`config.mk`:
```
export PLATFORM = sky130hd
export DESIGN_NAME = mnnl_ctrl
export DESIGN_NICKNAME = d
export VERILOG_FILES = /design/src/sv/mnnl_pkg.sv /design/src/sv/mnnl_ctrl.sv
export VERILOG_INCLUDE_DIRS = /design/src /design/src/sv
export SDC_FILE = /design/constraint.sdc
export NUM_CORES = 1
export LEC_CHECK = 0
export BUFFER_PORTS_ARGS = -buffer_cell sky130_fd_sc_hd__clkbuf_2
export CAP_MARGIN = 25
export CORE_ASPECT_RATIO = 1.25
export CORE_MARGIN = 5
export CORE_UTILIZATION = 45
export CTS_CLUSTER_DIAMETER = 100
export DETAILED_ROUTE_END_ITERATION = 10
export PLACE_DENSITY = 0.69
export RECOVER_POWER = 100
export SYNTH_ARGS = -nofsm -noshare
export SYNTH_HDL_FRONTEND = slang
export SYNTH_SLANG_ARGS = --single-unit
```
`constraint.sdc`:
```
create_clock -name clk_i -period 4 [get_ports clk_i]
set_clock_uncertainty 0.05 [all_clocks]
set_input_delay 0.6 -clock clk_i [delete_from_list [all_inputs] [get_ports clk_i]]
set_output_delay 0.6 -clock clk_i [all_outputs]
set_load 0.01 [all_outputs]
```
`src/sv/masked_nearest_neighbour_lookup_core_macros.svh`:
```
// ----------------------------------------------------------------------------
// Assertion macros for the nearest neighbour lookup core
// Concurrent checks clocked by clk_i; empty when building for synthesis.
// ----------------------------------------------------------------------------
`ifndef MASKED_NEAREST_NEIGHBOUR_LOOKUP_CORE_MACROS_SVH
`define MASKED_NEAREST_NEIGHBOUR_LOOKUP_CORE_MACROS_SVH

`ifndef SYNTHESIS
// checked outside reset only
`define MNNL_ASSERT(lbl, prop, msg) \
  lbl: assert property (@(posedge clk_i) disable iff (!rst_ni) prop) else $error(msg);
// checked during reset too
`define MNNL_ASSERT_ALWAYS(lbl, prop, msg) \
  lbl: assert property (@(posedge clk_i) prop) else $error(msg);
`else
`define MNNL_ASSERT(lbl, prop, msg)
`define MNNL_ASSERT_ALWAYS(lbl, prop, msg)
`endif

`endif

```
`src/sv/mnnl_pkg.sv`:
```
// ----------------------------------------------------------------------------
// mnnl_pkg
// Shared types and constants of the nearest neighbour lookup core.
// ----------------------------------------------------------------------------
package mnnl_pkg;

  localparam int OP_W       = 2;
  localparam int ENT_IDX_W  = 10;
  localparam int FEAT_IDX_W = 4;
  localparam int FEAT_W     = 16;
  localparam int REW_W      = 32;

  localparam int CFG_IDX_W  = 4;
  localparam int CFG_DATA_W = 16;
  localparam int CFG_ENT_W  = 11;
  localparam int CFG_FEAT_W = 5;

  localparam logic [CFG_IDX_W-1:0] CFG_ENTRIES  = CFG_IDX_W'(0);
  localparam logic [CFG_IDX_W-1:0] CFG_FEATURES = CFG_IDX_W'(1);

  localparam logic [CFG_ENT_W-1:0]  ENTRIES_RST  = CFG_ENT_W'(1024);
  localparam logic [CFG_FEAT_W-1:0] FEATURES_RST = CFG_FEAT_W'(16);

  typedef enum logic [OP_W-1:0] {
    OP_WR_FEAT = 2'd0,
    OP_WR_REW  = 2'd1,
    OP_QUERY   = 2'd2,
    OP_NONE    = 2'd3
  } op_e;

  typedef struct packed {
    logic clr;
    logic wr_feat;
    logic wr_rew;
    logic wr_query;
    logic start;
    logic issue;
    logic first;
    logic last;
    logic load;
  } cmd_t;

endpackage

```
`src/sv/mnnl_ctrl.sv`:
```
// ----------------------------------------------------------------------------
// mnnl_ctrl
// Sequencer: configuration registers, memory clear after reset, input
// decode, entry by feature scan and result handshake.
// ----------------------------------------------------------------------------
`include "masked_nearest_neighbour_lookup_core_macros.svh"

module mnnl_ctrl import mnnl_pkg::*; #(
  parameter int MAX_ENTRIES  = 1024,
  parameter int MAX_FEATURES = 16,
  parameter int EntW         = 10,
  parameter int FeatW        = 4
) (
  input  logic                  clk_i,
  input  logic                  rst_ni,
  input  logic                  cfg_valid_i,
  input  logic [CFG_IDX_W-1:0]  cfg_index_i,
  input  logic [CFG_DATA_W-1:0] cfg_data_i,
  input  logic                  in_valid_i,
  output logic                  in_ready_o,
  input  logic [OP_W-1:0]       op_i,
  input  logic [ENT_IDX_W-1:0]  entry_index_i,
  input  logic [FEAT_IDX_W-1:0] feature_index_i,
  output logic                  out_valid_o,
  input  logic                  out_ready_i,
  input  logic                  busy_i,
  output cmd_t                  cmd_o,
  output logic [EntW-1:0]       ent_o,
  output logic [FeatW-1:0]      feat_o
);

  localparam int CntW = (EntW + 1 > CFG_ENT_W) ? EntW + 1 : CFG_ENT_W;
  localparam int FcW  = (FeatW + 1 > CFG_FEAT_W) ? FeatW + 1 : CFG_FEAT_W;
  localparam int QW   = (FeatW > FEAT_IDX_W) ? FeatW : FEAT_IDX_W;
  localparam logic [EntW-1:0]  EntLast  = EntW'(MAX_ENTRIES - 1);
  localparam logic [FeatW-1:0] FeatLast = FeatW'(MAX_FEATURES - 1);

  typedef enum logic [3:0] {
    ST_CLEAR  = 4'b0001,
    ST_IDLE   = 4'b0010,
    ST_SEARCH = 4'b0100,
    ST_DRAIN  = 4'b1000
  } state_e;

  state_e state_q, state_d;
  logic [EntW-1:0]       e_q, e_d;
  logic [FeatW-1:0]      f_q, f_d;
  logic                  out_valid_q, out_valid_d;
  logic [CFG_ENT_W-1:0]  entries_q;
  logic [CFG_FEAT_W-1:0] features_q;

  logic [CntW-1:0]  ent_cnt;
  logic [FcW-1:0]   feat_cnt;
  logic [EntW-1:0]  ne_last;
  logic [FeatW-1:0] nf_last;
  logic             is_final, ent_ok, feat_ok, in_ready;
  op_e              op;
  cmd_t             cmd;

  always_ff @(posedge clk_i or negedge rst_ni) begin
    if (!rst_ni) begin
      entries_q  <= ENTRIES_RST;
      features_q <= FEATURES_RST;
    end else if (cfg_valid_i) begin
      unique case (cfg_index_i)
        CFG_ENTRIES:  entries_q  <= cfg_data_i[CFG_ENT_W-1:0];
        CFG_FEATURES: features_q <= cfg_data_i[CFG_FEAT_W-1:0];
        default: ;
      endcase
    end
  end

  // effective counts saturate to 1..max
  always_comb begin
    ent_cnt  = CntW'(entries_q);
    feat_cnt = FcW'(features_q);
    if (ent_cnt == '0) begin
      ne_last = '0;
    end else if (ent_cnt > CntW'(MAX_ENTRIES)) begin
      ne_last = EntLast;
    end else begin
      ne_last = EntW'(ent_cnt - 1'b1);
    end
    if (feat_cnt == '0) begin
      nf_last = '0;
    end else if (feat_cnt > FcW'(MAX_FEATURES)) begin
      nf_last = FeatLast;
    end else begin
      nf_last = FeatW'(feat_cnt - 1'b1);
    end
  end

  assign op       = op_e'(op_i);
  assign ent_ok   = CntW'(entry_index_i) < CntW'(MAX_ENTRIES);
  assign feat_ok  = FcW'(feature_index_i) < FcW'(MAX_FEATURES);
  assign is_final = (op == OP_QUERY) && (QW'(feature_index_i) == QW'(nf_last));

  always_comb begin
    cmd         = '0;
    state_d     = state_q;
    e_d         = e_q;
    f_d         = f_q;
    in_ready    = 1'b0;
    out_valid_d = out_valid_q;
    if (out_valid_q && out_ready_i) begin
      out_valid_d = 1'b0;
    end
    unique case (state_q)
      ST_CLEAR: begin
        cmd.clr = 1'b1;
        e_d     = EntW'(e_q + 1'b1);
        if (e_q == EntLast) begin
          e_d     = '0;
          state_d = ST_IDLE;
        end
      end
      ST_IDLE: begin
        in_ready = !(out_valid_q && is_final);
        if (in_valid_i && in_ready) begin
          unique case (op)
            OP_WR_FEAT: cmd.wr_feat = ent_ok && feat_ok;
            OP_WR_REW:  cmd.wr_rew  = ent_ok;
            OP_QUERY: begin
              cmd.wr_query = feat_ok;
              if (is_final) begin
                cmd.start = 1'b1;
                e_d       = '0;
                f_d       = '0;
                state_d   = ST_SEARCH;
              end
            end
            default: ;
          endcase
        end
      end
      ST_SEARCH: begin
        cmd.issue = 1'b1;
        cmd.first = (f_q == '0);
        cmd.last  = (f_q == nf_last);
        if (f_q == nf_last) begin
          f_d = '0;
          if (e_q == ne_last) begin
            state_d = ST_DRAIN;
          end else begin
            e_d = EntW'(e_q + 1'b1);
          end
        end else begin
          f_d = FeatW'(f_q + 1'b1);
        end
      end
      ST_DRAIN: begin
        if (!busy_i) begin
          cmd.load    = 1'b1;
          out_valid_d = 1'b1;
          state_d     = ST_IDLE;
        end
      end
      default: state_d = ST_CLEAR;
    endcase
  end

  always_ff @(posedge clk_i or negedge rst_ni) begin
    if (!rst_ni) begin
      state_q     <= ST_CLEAR;
      e_q         <= '0;
      f_q         <= '0;
      out_valid_q <= 1'b0;
    end else begin
      state_q     <= state_d;
      e_q         <= e_d;
      f_q         <= f_d;
      out_valid_q <= out_valid_d;
    end
  end

  assign in_ready_o  = in_ready;
  assign out_valid_o = out_valid_q;
  assign cmd_o       = cmd;
  assign ent_o       = (state_q == ST_IDLE) ? EntW'(entry_index_i) : e_q;
  assign feat_o      = (state_q == ST_IDLE) ? FeatW'(feature_index_i) : f_q;

  `MNNL_ASSERT(a_load_after_drain, cmd.load |-> !busy_i, "result loaded with pipeline busy")
  `MNNL_ASSERT(a_no_start_pending, cmd.start |-> !out_valid_q, "search started over pending result")
  `MNNL_ASSERT(a_rose_from_drain, $rose(out_valid_q) |-> $past(state_q == ST_DRAIN), "result without search")
  `MNNL_ASSERT(a_scan_in_range, cmd.issue |-> (e_q <= ne_last) && (f_q <= nf_last), "scan out of range")
  `MNNL_ASSERT_ALWAYS(a_no_write_in_scan, (cmd.issue || cmd.clr) |-> !(cmd.wr_feat || cmd.wr_rew || cmd.wr_query), "write during scan")

endmodule

```
======== Word-level counts from Yosys, hierarchy flattened ========
Cells that the tools add are included.
cells by class
  $add $sub $neg .......................... 4
  order comparisons ....................... 2
  eq/ne operators ......................... 19
  mux-type cells .......................... 40
  reduce and logical (&&, ||, !) cells .... 17
operators with widths
  kind                     number
  $mux W10                 9
  $mux W4                  16
  $pmux W10 S3             1
  $ne A2 B2 Y1 const B     8
  $pmux W4 S4              1
  $gt A11 B11 Y1 const B   1
  $logic_not A11 Y1        1
  $add A10 B1 Y10 const B  1
  $eq A10 B10 Y1           1
  $eq A10 B10 Y1 const B   1
  $mux W1                  10
  $sub A10 B1 Y10 const B  1
  $eq A4 B1 Y1 const B     2
  $eq A4 B4 Y1             2
  $logic_not A4 Y1         2
  $pmux W4 S2              1
  $reduce_and A7 Y1        1
  $reduce_and A6 Y1        1
  $gt A5 B5 Y1 const B     1
  $logic_not A5 Y1         1
  $add A4 B1 Y4 const B    1
  $eq A4 B2 Y1 const B     1
  $eq A4 B3 Y1 const B     1
  $eq A4 B4 Y1 const B     1
  12 further kinds         16
storage, ports and cells
  bits in registers ....................... 35
  input port bits ......................... 42
  output and inout bits ................... 25
  word-level logic and storage cells ...... 88

======== Logic depth before layout (Yosys ltp) ========
Gate-level depths: netlist (run 1).
  depth in word-level cells ............... 10
  mapped depth ............................ 13
  gate-level depth less buffers ........... 10

======== Worst setup path after synthesis (run 1) ========
Ideal clock, no wire load.
  path kind ............................... reg2reg
  from .................................... reg entries_q[0] (netlist: ent_cnt[0])
  to ...................................... reg e_q[8]
  setup time .............................. 0.122 ns
  arrival ................................. 3.071 ns
  data required time ...................... 3.828 ns
  setup slack ............................. 0.757 ns
  cell stages (with the launch flop) ...... 14
  buffers on the path ..................... 3
  clock period less this slack ............ 3.243 ns
  path through ............................ dfrtp_1 inv_1 ha_1 buf_2 or4b_1 buf_2 or4b_2 nand3b_1 xor2_1 nor4_4 nand3_2 and2_4 buf_6 a32o_1
between the ends
  cells in the longest elaborated chain, start to end .. 6
ends and longest elaborated chain
  element                                                   line                              source
  from (decl)                                               mnnl_ctrl.sv:49                   logic [CFG_ENT_W-1:0] entries_q;
  from (signal assigned)                                    mnnl_ctrl.sv:66                   CFG_ENTRIES: entries_q <= cfg_data_i[CFG_ENT_W-1:0];
  $sub A10 B1 Y10 / $gt A11 B11 Y1 (equally long branches)  mnnl_ctrl.sv:82, mnnl_ctrl.sv:79
  $mux W10                                                  mnnl_ctrl.sv:79                   end else if (ent_cnt > CntW'(MAX_ENTRIES)) begin
  $mux W10 *                                                mnnl_ctrl.sv:77                   if (ent_cnt == '0) begin
  $eq A10 B10 Y1 *                                          mnnl_ctrl.sv:142                  if (e_q == ne_last) begin
  $ne A2 B2 Y1 (no source line) *                           --
  $reduce_and A6 Y1 (no source line) *                      --
  to (signal assigned)                                      mnnl_ctrl.sv:165                  e_q <= '0;
  to (signal assigned)                                      mnnl_ctrl.sv:170                  e_q <= e_d;
  to (decl)                                                 mnnl_ctrl.sv:46                   logic [EntW-1:0] e_q, e_d;
Mark *: on every way between the ends. The rest lies on a longest branch, timed or not.
A chain may end at the register's enable or synchronous reset.

======== Final worst setup path (run 1) ========
Same ends and word-level chain as after synthesis.

==> results_tabular.tex, run 1 <==
\begin{tabular}{lr}
\hline
Metric & Value \\
\hline
\multicolumn{2}{l}{\textbf{Detailed routing}} \\
TritonRoute pass-1 iters & 4 \\
Remaining antenna violation count after routing & 0 \\
Average wire length per cell after detail routing & 15.6 um \\
Final wirelength & 7.65 mm \\
Detailed-route vias per instance & 5.83 \\
Drc violations & 0 \\
Initial DRC count & 126 \\
Routed via count & 2861 \\
\multicolumn{2}{l}{\textbf{Worst setup path}} \\
Worst Path Buf+Inv & 1 \\
Cell breakdown of the critical path & inv\_1, ha\_1, or4b\_1, o31ai\_1, o21ai\_0, or4b\_4, nor4\_2, nand3\_1, and2\_1, a32o\_1 \\
Cell with the biggest individual delay on the critical path & or4b\_1 \\
Data required time at the worst endpoint & 4.13 ns \\
Kind of start point of the critical path & flip-flop \\
Maximum single-stage delay on the critical path & 0.59 ns \\
Critical path's top delay family & simple AND/OR/NAND/NOR gates \\
Data arrival at the endpoint of the critical path & 3.93 ns \\
Capturing element type of the critical path & flip-flop \\
Max Fanout on Critical Path & 9 \\
Setup slack of the most critical reg-to-reg path & 0.20 ns \\
Critical path class & flip-flop to flip-flop \\
\multicolumn{2}{l}{\textbf{Placed design}} \\
Detailed placement HPWL & 5.73 mm \\
Global placement routability congestion & 0.873 \\
Number of placed instances, taps included & 482 \\
Quantity of I/O buffers inserted on ports & 61 \\
\multicolumn{2}{l}{\textbf{Outcome}} \\
Failing checks & capacitance limit, slew limit \\
Run status & finished, violations left \\
\multicolumn{2}{l}{\textbf{Clock network}} \\
Post-CTS Repair Setup Buffers & 0 \\
Clock root buffer & clkbuf\_8 \\
Clock tree from TritonCTS & done \\
Clock insertion delay at the later pin of the skew report & 0.29 ns \\
Number of clock buffers inserted by TritonCTS & 5 \\
CTS resizes & 0 \\
Clock Sinks & 35 \\
H-tree depth & 2 \\
Number of buffers inserted by hold repair at cts & 0 \\
Maximum number of buffers from clock root to sink & 2 \\
Clock-pin slew on the worst setup and hold paths & 0.07 ns \\
\multicolumn{2}{l}{\textbf{Power and ir drop}} \\
Power Density & 555 mW/mm\^{}2 \\
Sum of internal, switching and leakage power & 1.84 mW \\
IR drop worst, VDD & 241 uV \\
Leakage & 1.38 nW \\
\multicolumn{2}{l}{\textbf{Global routing}} \\
Remaining global-route overflow & 0 \\
Number of global-route vias before repair & 2643 \\
Met1 demand-to-capacity share in global routing & 25.0\% \\
Number of antenna violations at the first check in global routing & 0 \\
Global routing usage on met3 & 3.23\% \\
Maximum number of pins on one net before global-route repair & 36 \\
Met2 Track Usage GR & 31.3\% \\
First-pass GRT wire length & 12.5 mm \\
GRT Util Overall & 18.9\% \\
Layer with the highest usage & met2 \\
\multicolumn{2}{l}{\textbf{Yosys}} \\
Area leader, netlist & dfrtp\_1 \\
Top area cells in the synthesized netlist & dfrtp\_1 (27\%), mux2\_2 (7.0\%), o21ai\_0 (5.0\%) \\
Synthesized cell area & 0.00291 mm\^{}2 \\
Post-synth cell types & 64 \\
Ys flop type & dfrtp\_1 \\
Cells after synthesis & 350 \\
Number of synthesized flops with an enable pin & 0 \\
Fraction of post-synthesis cell area in the top cell type by area & 27.5\% \\
Most frequently used cell type in the post-synthesis netlist & dfrtp\_1 \\
Synthesized area per cell & 8.33 um\^{}2 \\
Register area share after synthesis & 30.2\% \\
Yosys warning total & 0 \\
Commonest cells post-synth & dfrtp\_1 (32), o21ai\_0 (29), nand2\_1 (28), inv\_1 (20) \\
Share of async-settable or async-resettable flops after synthesis & 100\% \\
Net count after synthesis & 397 \\
Number of storage elements in the synthesis netlist & 35 \\
\multicolumn{2}{l}{\textbf{Finish}} \\
Post-synthesis to final-layout area growth & 13.9\% \\
Post-route non-filler standard cell count & 491 \\
Fraction of final layout cells sized beyond drive strength 1 & 20.9\% \\
Net total in the final layout & 452 \\
Diode insertion count for antenna repair & 0 \\
\multicolumn{2}{l}{\textbf{STA}} \\
Setup repair after global routing missed its margin & false \\
Highest achievable clock rate & 0.263 GHz \\
Fraction of the cycle the final worst path needs & 95.0\% \\
Transition time at the pin with the least slew margin & 1.96 ns \\
Final hold viol count & 0 \\
Setup-failing EPs final & 0 \\
Final total negative setup slack & 0 ns \\
Slew Limit Headroom & -30.7\% \\
Final critical delay including setup and external delays & 3.80 ns \\
Max-slew violations & 36 \\
\multicolumn{2}{l}{\textbf{Floorplan}} \\
Row Count & 32 \\
Chip width & 82.0 um \\
Vert. Die Dim & 100 um \\
CORE AREA & 0.00625 mm\^{}2 \\
Starting density of the core & 46.7\% \\
Number of top-level pins & 67 \\
Die area & 0.00820 mm\^{}2 \\
\multicolumn{2}{l}{\textbf{Run}} \\
Number of max-cap violations & 1 \\
\multicolumn{2}{l}{\textbf{Min path}} \\
Path type of the worst min-delay path & input port to flip-flop \\
\hline
\end{tabular}
routing by layer:
layer / part of all wire (%) / up-vias / wire, um
met1: 44 / 1353 / 3370
li1: - / 1430 / -
met2: 51 / 68 / 3870
met4: 0.99 / 0 / 76
met5: 0 / - / 0
met3: 4.5 / 10 / 341
cell families (layout without fill, tap and decap cells):
logic type                 Yosys count  count (layout)  synth area share [%]
and+or+nand+nor                    146             146                  29.5
AOI/OAI and AO/OA                   93              93                  21.5
buffers and inverters               42              98                  6.40
DFF                                 35              35                  30.2
muxes                               19              19                  7.30
xor gates and xnor gates            10              10                  3.01
adders and majority gates            5               5                  2.15
stage by stage:
| stage | area, um^2 | worst slack [ns] | hold WS, ns | utilization, % |
|---|---|---|---|---|
| floorplan | 2910 | 0.757 | 0.254 | - |
| global placement | 3280 | 0.557 | 0.433 | 52.6 |
| detailed placement | 3280 | 0.528 | 0.438 | 52.6 |
| CTS | 3380 | 0.237 | 0.412 | 54.2 |
| global route | 3320 | 0.0139 | 0.442 | 53.1 |
| finish | 3320 | 0.200 | 0.445 | 53.1 |
report_power, final:
group	leakage [nW]	switching (mW)	internal [mW]	total (mW)
registers	0.432	0.182	0.456	0.638
logic	0.893	0.514	0.402	0.916
clock network	0.0515	0.129	0.157	0.286
total	1.38	0.826	1.02	1.84
worst reg2reg max path, delay by kind of cell, from the launching register on:
family                   cells  cell delay, ns
AO/OA/AOI/OAI                3            0.75
adder cells (fa/ha/maj)      1            0.19
buffers and inverters        1            0.21
flip-flops                   1            0.46
AND/OR/NAND/NOR              5            2.03
final timing paths:
| path | from | endpoint | cells after the start |
|---|---|---|---|
| worst max-delay path | ent_cnt[0]$_DFFE_PN0P_ | e_q[8]$_DFFE_PN0P_ | 10 |
| worst min-delay path | out_ready_i | out_valid_o$_DFF_PN0_ | 2 |
| worst max register to register | ent_cnt[0]$_DFFE_PN0P_ | e_q[8]$_DFFE_PN0P_ | 10 |
| worst min register to register | e_q[3]$_DFFE_PN0P_ | e_q[3]$_DFFE_PN0P_ | 1 |
| max in group asynchronous | rst_ni | f_q[1]$_DFFE_PN0P_ | 2 |
| min in group asynchronous | rst_ni | ent_cnt[5]$_DFFE_PN0P_ | 2 |
registers in the layout (all words and copies together) (netlist names):
| signal | count |
|---|---|
| out_valid_o | 1 |
| f_q | 4 |
| e_q | 10 |
| ent_cnt | 11 |
| state_q | 4 |
| feat_cnt | 5 |
placed cells by master (no fill, tap or decap), drive strengths merged, types with 3 or more instances in the layout:
cell,count
o211ai,5
o21ai,30
inv,20
nand2,28
nand3b,5
buf,5
a21oi,11
nor3,18
nor3b,5
nor2,17
nand2b,9
nand4,6
ha,5
a31oi,8
a41o,4
nor4,6
xnor2,4
or3,4
a21o,5
dfrtp,32
o31ai,5
clkbuf,73
dfstp,3
or4b,5
nor2b,4
xor2,6
a211oi,4
nor4b,7
or2,4
mux2,18
nand3,15
area by class of cell:
type / instances / area (um^2)
fill: 639 / 2930
multi-input combinational: 273 / 1830
sequential: 35 / 880
timing repair buffer: 70 / 332
tap: 85 / 106
clock buffer: 8 / 100
inverter: 20 / 75.1
No activity file was read; power rests on OpenSTA's default activity.
==> inputs of run 2 (changes only) <==
- BUFFER_PORTS_ARGS: -buffer_cell sky130_fd_sc_hd__clkbuf_2 -> -buffer_cell sky130_fd_sc_hd__buf_2
==> results_tabular.tex, run 2 (synthesis results as in run 1) <==
\begin{tabular}{lr}
\hline
Metric & Value \\
\hline
\multicolumn{2}{l}{\textbf{Global routing}} \\
First-pass GRT wire length & 12.6 mm \\
GRT Util Overall & 19.1\% \\
Number of antenna violations at the first check in global routing & 0 \\
Maximum number of pins on one net before global-route repair & 36 \\
Number of global-route vias before repair & 2738 \\
Remaining global-route overflow & 0 \\
\multicolumn{2}{l}{\textbf{Clock network}} \\
Clock insertion delay at the later pin of the skew report & 0.29 ns \\
CTS resizes & 0 \\
Number of buffers inserted by hold repair at cts & 0 \\
Number of clock buffers inserted by TritonCTS & 5 \\
Clock tree from TritonCTS & done \\
Clock-pin slew on the worst setup and hold paths & 0.07 ns \\
Maximum number of buffers from clock root to sink & 2 \\
H-tree depth & 2 \\
Post-CTS Repair Setup Buffers & 0 \\
Clock Sinks & 35 \\
Clock root buffer & clkbuf\_8 \\
\multicolumn{2}{l}{\textbf{Finish}} \\
Diode insertion count for antenna repair & 0 \\
Commonest cells after routing, fill and taps aside & buf\_2 (38), dfrtp\_1 (32), o21ai\_0 (30), nand2\_1 (28), clkbuf\_1 (28) \\
Net total in the final layout & 451 \\
Layout fillers & 647 \\
Most common cell after layout, fill and taps aside & buf\_2 \\
Fraction of final layout cells sized beyond drive strength 1 & 20.7\% \\
Number of flip-flops under the largest register name & 11 \\
Post-synthesis to final-layout area growth & 13.8\% \\
\multicolumn{2}{l}{\textbf{STA}} \\
Highest achievable clock rate & 0.267 GHz \\
Setup repair after global routing missed its margin & false \\
Final hold viol count & 0 \\
Final critical delay including setup and external delays & 3.74 ns \\
Worst-case hold slack & 0.438 ns \\
Fraction of the cycle the final worst path needs & 93.5\% \\
Transition time at the pin with the least slew margin & 1.90 ns \\
Setup-failing EPs final & 0 \\
Max-slew violations & 36 \\
Final total negative setup slack & 0 ns \\
Slew Limit Headroom & -26.7\% \\
\multicolumn{2}{l}{\textbf{Power and ir drop}} \\
Power Density & 556 mW/mm\^{}2 \\
Clock group share of total power & 15.5\% \\
Sum of internal, switching and leakage power & 1.84 mW \\
Portion of total power attributed to sequential cells & 34.8\% \\
Internal cell power & 1.02 mW \\
IR drop worst, VDD & 276 uV \\
Leakage & 1.36 nW \\
P\_sw & 0.821 mW \\
Comb pwr share & 49.7\% \\
Switching Share & 44.5\% \\
\multicolumn{2}{l}{\textbf{Worst setup path}} \\
Worst Path Buf+Inv & 2 \\
Data arrival at the endpoint of the critical path & 3.09 ns \\
Data required time at the worst endpoint & 3.35 ns \\
Worst reg2reg endpoint & e\_q[8]\$\_DFFE\_PN0P\_ \\
Max Fanout on Critical Path & 8 \\
Capturing element type of the critical path & primary output \\
Setup slack of the most critical reg-to-reg path & 0.29 ns \\
Critical path class & flip-flop to primary output \\
Cell with the biggest individual delay on the critical path & or3b\_2 \\
Launching point of the worst reg2reg path & ent\_cnt[0]\$\_DFFE\_PN0P\_ \\
Worst reg-to-reg path cell count & 10 \\
Critical path's top delay family & simple AND/OR/NAND/NOR gates \\
Cell breakdown of the critical path & inv\_1, ha\_1, or3b\_2, a21o\_1, a211o\_1, a32oi\_1, nand3\_1, nor2\_1, clkbuf\_1 \\
Kind of start point of the critical path & flip-flop \\
Maximum single-stage delay on the critical path & 0.48 ns \\
Number of cells on the critical path & 9 \\
\multicolumn{2}{l}{\textbf{Detailed routing}} \\
Average wire length per cell after detail routing & 15.3 um \\
Remaining antenna violation count after routing & 0 \\
Initial DRC count & 109 \\
Routed via count & 2873 \\
Drc violations & 0 \\
Detailed-route vias per instance & 5.86 \\
Final wirelength & 7.52 mm \\
TritonRoute pass-1 iters & 4 \\
\multicolumn{2}{l}{\textbf{Placed design}} \\
Detailed placement HPWL & 5.69 mm \\
Quantity of I/O buffers inserted on ports & 61 \\
Global placement routability congestion & 0.859 \\
\multicolumn{2}{l}{\textbf{Min path}} \\
Worst Hold End & out\_valid\_o\$\_DFF\_PN0\_ \\
Hold-critical path depth & 2 \\
Path type of the worst min-delay path & input port to flip-flop \\
Hold Path Origin & out\_ready\_i \\
\multicolumn{2}{l}{\textbf{Floorplan}} \\
Die area & 0.00820 mm\^{}2 \\
CORE AREA & 0.00625 mm\^{}2 \\
Starting density of the core & 46.7\% \\
Chip width & 82.0 um \\
Vert. Die Dim & 100 um \\
Number of top-level pins & 67 \\
Row Count & 32 \\
\multicolumn{2}{l}{\textbf{Run}} \\
Number of max-cap violations & 1 \\
\multicolumn{2}{l}{\textbf{Outcome}} \\
Failing checks & capacitance limit, slew limit \\
Run status & finished, violations left \\
\hline
\end{tabular}
run 2: cell types whose count changed in the layout (fill, tap and decap cells not counted), sizes merged:
cell / previous run / this run
buf: 5 / 42
clkbuf: 73 / 35
run 2: power groups by stage:
stage	combinational, mW	sequential, mW	clock, mW
2_1_floorplan	0.776	0.554	0
3_3_place_gp	0.925	0.641	0
3_5_place_dp	0.944	0.643	0
4_1_cts	0.949	0.637	0.295
5_1_grt	1.02	0.663	0.308
6_report	0.916	0.641	0.286
run 2: worst max-delay path by stage:
stage / start / end
global route: feat_cnt[0]$_DFFE_PN0P_ / cmd_o[4]
floorplan: ent_cnt[0]$_DFFE_PN0P_ / e_q[8]$_DFFE_PN0P_
detailed placement: ent_cnt[0]$_DFFE_PN0P_ / e_q[8]$_DFFE_PN0P_
finish: feat_cnt[0]$_DFFE_PN0P_ / cmd_o[4]
CTS: feat_cnt[0]$_DFFE_PN0P_ / cmd_o[4]
global placement: ent_cnt[0]$_DFFE_PN0P_ / e_q[8]$_DFFE_PN0P_
run 2: layer usage:
layer	vias to the layer above	track usage [%]	share of wire [%]
met5	-	0	0
met4	0	6.52	1.6
met3	11	2.96	4.1
met2	61	32.5	50
met1	1383	24.2	44
li1	1418	-	-
run 2: area by class of cell:
| type | instances | area, um^2 | share of cell area [%] |
|---|---|---|---|
| timing repair buffer | 69 | 322 | 9.70 |
| tap | 85 | 106 | 3.21 |
| multi-input combinational | 273 | 1830 | 55.3 |
| clock buffer | 8 | 100 | 3.02 |
| inverter | 20 | 75.1 | 2.26 |
| sequential | 35 | 880 | 26.5 |
run 2: worst reg2reg max path: stages, from the launching register on:
cell,delay [ns]
dfrtp_1,0.47
inv_1,0.20
ha_1,0.19
or4b_1,0.59
o31ai_2,0.30
o21ai_0,0.13
or4b_4,0.50
nor4_1,0.46
nand3_2,0.24
and2_4,0.25
a32o_1,0.25
run 2: per-stage QoR:
step | area [um^2] | utilization [%] | instances | setup WS [ns]
2_1_floorplan | 2910 | - | 350 | 0.757
3_3_place_gp | 3280 | 52.6 | 482 | 0.555
3_5_place_dp | 3280 | 52.6 | 482 | 0.534
4_1_cts | 3380 | 54.2 | 490 | 0.246
5_1_grt | 3320 | 53.1 | 490 | 0.0519
6_report | 3320 | 53.1 | 490 | 0.259
